--- src/rtl/grid_bfs_color_path_core_macros.svh ---
// Assertion helpers used by the RTL core.
`ifndef GRID_BFS_COLOR_PATH_CORE_MACROS_SVH
`define GRID_BFS_COLOR_PATH_CORE_MACROS_SVH

// Same-cycle implication, disabled in reset.
`define GBCP_ASSERT_IMP(label, clk, rst, ante, cons, msg) \
   label: assert property (@(posedge clk) disable iff (rst) (ante) |-> (cons)) \
      else $error(msg);

// Next-cycle implication, disabled in reset.
`define GBCP_ASSERT_NXT(label, clk, rst, ante, cons, msg) \
   label: assert property (@(posedge clk) disable iff (rst) (ante) |=> (cons)) \
      else $error(msg);

`endif

--- src/rtl/gbcp_ram.sv ---
module gbcp_ram #(
   parameter int WIDTH = 8,
   parameter int DEPTH = 16
) (
   input  logic                     clock,
   input  logic                     we,
   input  logic [$clog2(DEPTH)-1:0] waddr,
   input  logic [WIDTH-1:0]         wdata,
   input  logic [$clog2(DEPTH)-1:0] raddr,
   output logic [WIDTH-1:0]         rdata
);
   logic [WIDTH-1:0] mem [DEPTH];
   logic [WIDTH-1:0] rdata_ff;

   always_ff @(posedge clock) begin
      if (we) begin
         mem[waddr] <= wdata;
      end
      rdata_ff <= mem[raddr];
   end

   assign rdata = rdata_ff;
endmodule

--- config.mk ---
export PLATFORM = sky130hd
export DESIGN_NAME = gbcp_ram
export DESIGN_NICKNAME = d
export VERILOG_FILES = /design/src/rtl/grid_bfs_color_path_core_macros.svh /design/src/rtl/gbcp_ram.sv
export SDC_FILE = /design/constraint.sdc
export NUM_CORES = 1
export LEC_CHECK = 0
export BUFFER_PORTS_ARGS = -buffer_cell sky130_fd_sc_hd__buf_2
export CAP_MARGIN = 5
export CORE_UTILIZATION = 45
export DETAILED_ROUTE_END_ITERATION = 8
export PLACE_DENSITY = 0.66
export SYNTH_ARGS = -nofsm -noshare
export SYNTH_HDL_FRONTEND = slang
export SYNTH_SLANG_ARGS = --single-unit
--- constraint.sdc ---
create_clock -name clock -period 2 [get_ports clock]
set_clock_uncertainty 0.1 [all_clocks]
set_input_delay 0.1 -clock clock [delete_from_list [all_inputs] [get_ports clock]]
set_output_delay 0.1 -clock clock [all_outputs]
set_load 0.01 [all_outputs]
==> impl_metrics.json <==
{
  "slew_headroom": 0.527,
  "viasPerCell": 5.44,
  "io_buffers": 25,
  "async_reset_ff_frac": 0,
  "yosysMostFrequentCell": "edfxtp_1",
  "multiInputGateArea_um2": 1060,
  "cap_viol_max_count": 0,
  "dp_hpwl_mm": 5.97,
  "synth.avg_cell_area_um2": 22.5,
  "syn_area_um2": 5150,
  "diodes": 0,
  "cp-end-kind": "register",
  "ir_worst_vdd_mv": 0.604,
  "yosys_warnings": 0,
  "drc_errors": 0,
  "area_growth_pct": 20.3,
  "drive_gt1_frac": 0.301,
  "powerDensity_nw_per_um2": 1060,
  "synth-edff-count": 128,
  "die_w_um": 109,
  "max_freq_ghz": 0.668,
  "cts_tree": "done",
  "clk_root_buffer_cell": "clkbuf_16",
  "grt_pass1_wl_mm": 15.0,
  "h-tree-depth": 4,
  "run_status": "completed",
  "wl_per_cell_um": 22.6,
  "post_cts_resized": 0,
  "die_h_um": 109,
  "antenna_found_initial": 0,
  "rsz0062_at_grt": "false",
  "synth_top_area_frac": 0.747,
  "seq_area_um2": 4000,
  "gp_congestion": 0.694,
  "crit_required_ns": 2.17,
  "initial_utilization": 0.469,
  "post-route-period-util": 0.748,
  "synth_common_cells": "edfxtp_1, mux4_2, a22oi_1",
  "post-cts-setup-buffers": 0,
  "grt-ovfl-total": 0,
  "pin_count": 26,
  "finalHoldViolCount": 0,
  "die_area_um2": 11900,
  "grt_use_total": 0.190,
  "grt_pass1_vias": 2479,
  "post-route-min-period_ns": 1.50,
  "fillers": 787,
  "drt_iter0_markers": 204,
  "power_leakage_nw": 2.11,
  "worstSetupPathType": "register to register",
  "cts_made_buffers": 17,
  "final-max-slew-violation-count": 0,
  "syn-num-nets": 247,
  "yosys-top-cells-area": "edfxtp_1, mux4_2, mux4_1",
  "synth_area_leader_cell": "edfxtp_1",
  "worstPathArrival_ns": 1.67,
  "ys_seq_area_frac": 0.778,
  "clock_latency_ns": 0.40,
  "grt_max_degree": 32,
  "synth_top_flop_cell": "edfxtp_1",
  "first_pass_iters": 4,
  "start_kind": "register",
  "crit_path_max_fanout": 1,
  "ys_types": 19,
  "setup_viol": 0,
  "rows": 38,
  "via_count": 2405,
  "hold_class": "primary input to register",
  "clk_pin_slew_ns": 0.06,
  "synth-seq-cells": 136,
  "core_um2": 11000,
  "cts_sinks": 136,
  "clockBufferDepth": 2,
  "worst_slew_pin_slew_ns": 0.708,
  "fin_nets": 308,
  "utilization": 0.564,
  "routed_wl_mm": 9.98,
  "final.setup.tns_ns": 0,
  "synthCells": 229,
  "detail-route-antenna-nets": 0
}
==> worst max-delay path, stage by stage, from the launching register on <==
cell      delay, ns
edfxtp_1       0.36
mux4_1         0.48
a22oi_1        0.34
nand2_1        0.08
==> worst paths after layout <==
path / slack (ns) / depth (start not counted) / from / endpoint
worst min register to register: 0.57 / 3 / mem[7][3] / rdata[3]
worst max register to register: 0.50 / 3 / mem[8][2] / rdata[2]
worst max-delay path: 0.50 / 3 / mem[8][2] / rdata[2]
worst min-delay path: 0.11 / 4 / raddr[2] / rdata[1]
==> per-layer routing <==
| layer | GRT usage | routed length, um |
|---|---|---|
| met5 | 0 | 0 |
| met4 | 0.0849 | 161 |
| met3 | 0.0478 | 514 |
| met2 | 0.307 | 5010 |
| met1 | 0.242 | 4290 |
==> per-stage QoR <==
stage	instances	area [um^2]	hold WS [ns]	power (mW)	worst slack (ns)
detailed placement	403	5530	0.400	3.57	0.280
finish	442	6190	0.108	6.57	0.503
CTS	442	6190	0.0972	6.62	0.491
floorplan	229	5150	0.0989	3.43	0.307
global route	442	6190	0.167	6.76	0.450
global placement	403	5530	0.389	3.56	0.260
==> cells by family (layout without fill, tap and decap cells) <==
kind of cell / count (synthesis) / in the layout / share of synthesized area
buf+inv: 10 / 83 / 0.0168
mux: 32 / 32 / 0.150
flops: 136 / 136 / 0.778
compound gates: 16 / 16 / 0.0233
simple gates: 35 / 35 / 0.0318
==> what timing repair did <==
item / CTS / global route
hold buffers: 8 / 0
setup endpoints to repair: 0 / 0
endpoints found under the hold margin: 128 / 0
==> placed cells by master, fill, tap and decap left out <==
cell type / netlist / final
mux4_1: 14 / 14
dlygate4sd3_1: 0 / 8
and2b_1: 1 / 1
nor3_1: 4 / 4
nand2_1: 9 / 9
and2_1: 1 / 1
dfxtp_1: 8 / 8
clkinvlp_4: 0 / 3
clkbuf_1: 0 / 3
nand2b_1: 2 / 2
nor2b_1: 1 / 1
inv_6: 0 / 1
a22oi_1: 16 / 16
buf_4: 1 / 17
clkbuf_16: 0 / 17
clkinv_2: 0 / 2
nor2_1: 13 / 13
mux4_2: 18 / 18
nand3b_1: 2 / 2
clkinv_4: 0 / 2
or3b_2: 1 / 1
nand3_1: 1 / 1
edfxtp_1: 128 / 128
buf_12: 0 / 2
bufinv_16: 0 / 3
buf_2: 3 / 25
==> where the power goes <==
| group | internal (mW) | leakage, nW | switching [mW] |
|---|---|---|---|
| sequential | 3.19 | 1.22 | 0.0208 |
| combinational | 0.138 | 0.614 | 0.171 |
| clock | 1.95 | 0.276 | 1.10 |
| total | 5.28 | 2.11 | 1.29 |
==> flip-flops by register name, summed over array words and instances, names as in the netlist <==
name   cells
mem      128
rdata      8
==> layout make-up <==
| type | count | share of cell area |
|---|---|---|
| clock buffer | 20 | 0.0705 |
| tap | 140 | 0.0283 |
| multi-input combinational | 83 | 0.171 |
| timing repair buffer | 52 | 0.0602 |
| sequential | 136 | 0.646 |
| clock inverter | 11 | 0.0240 |
(Power assumes the default switching activity.)
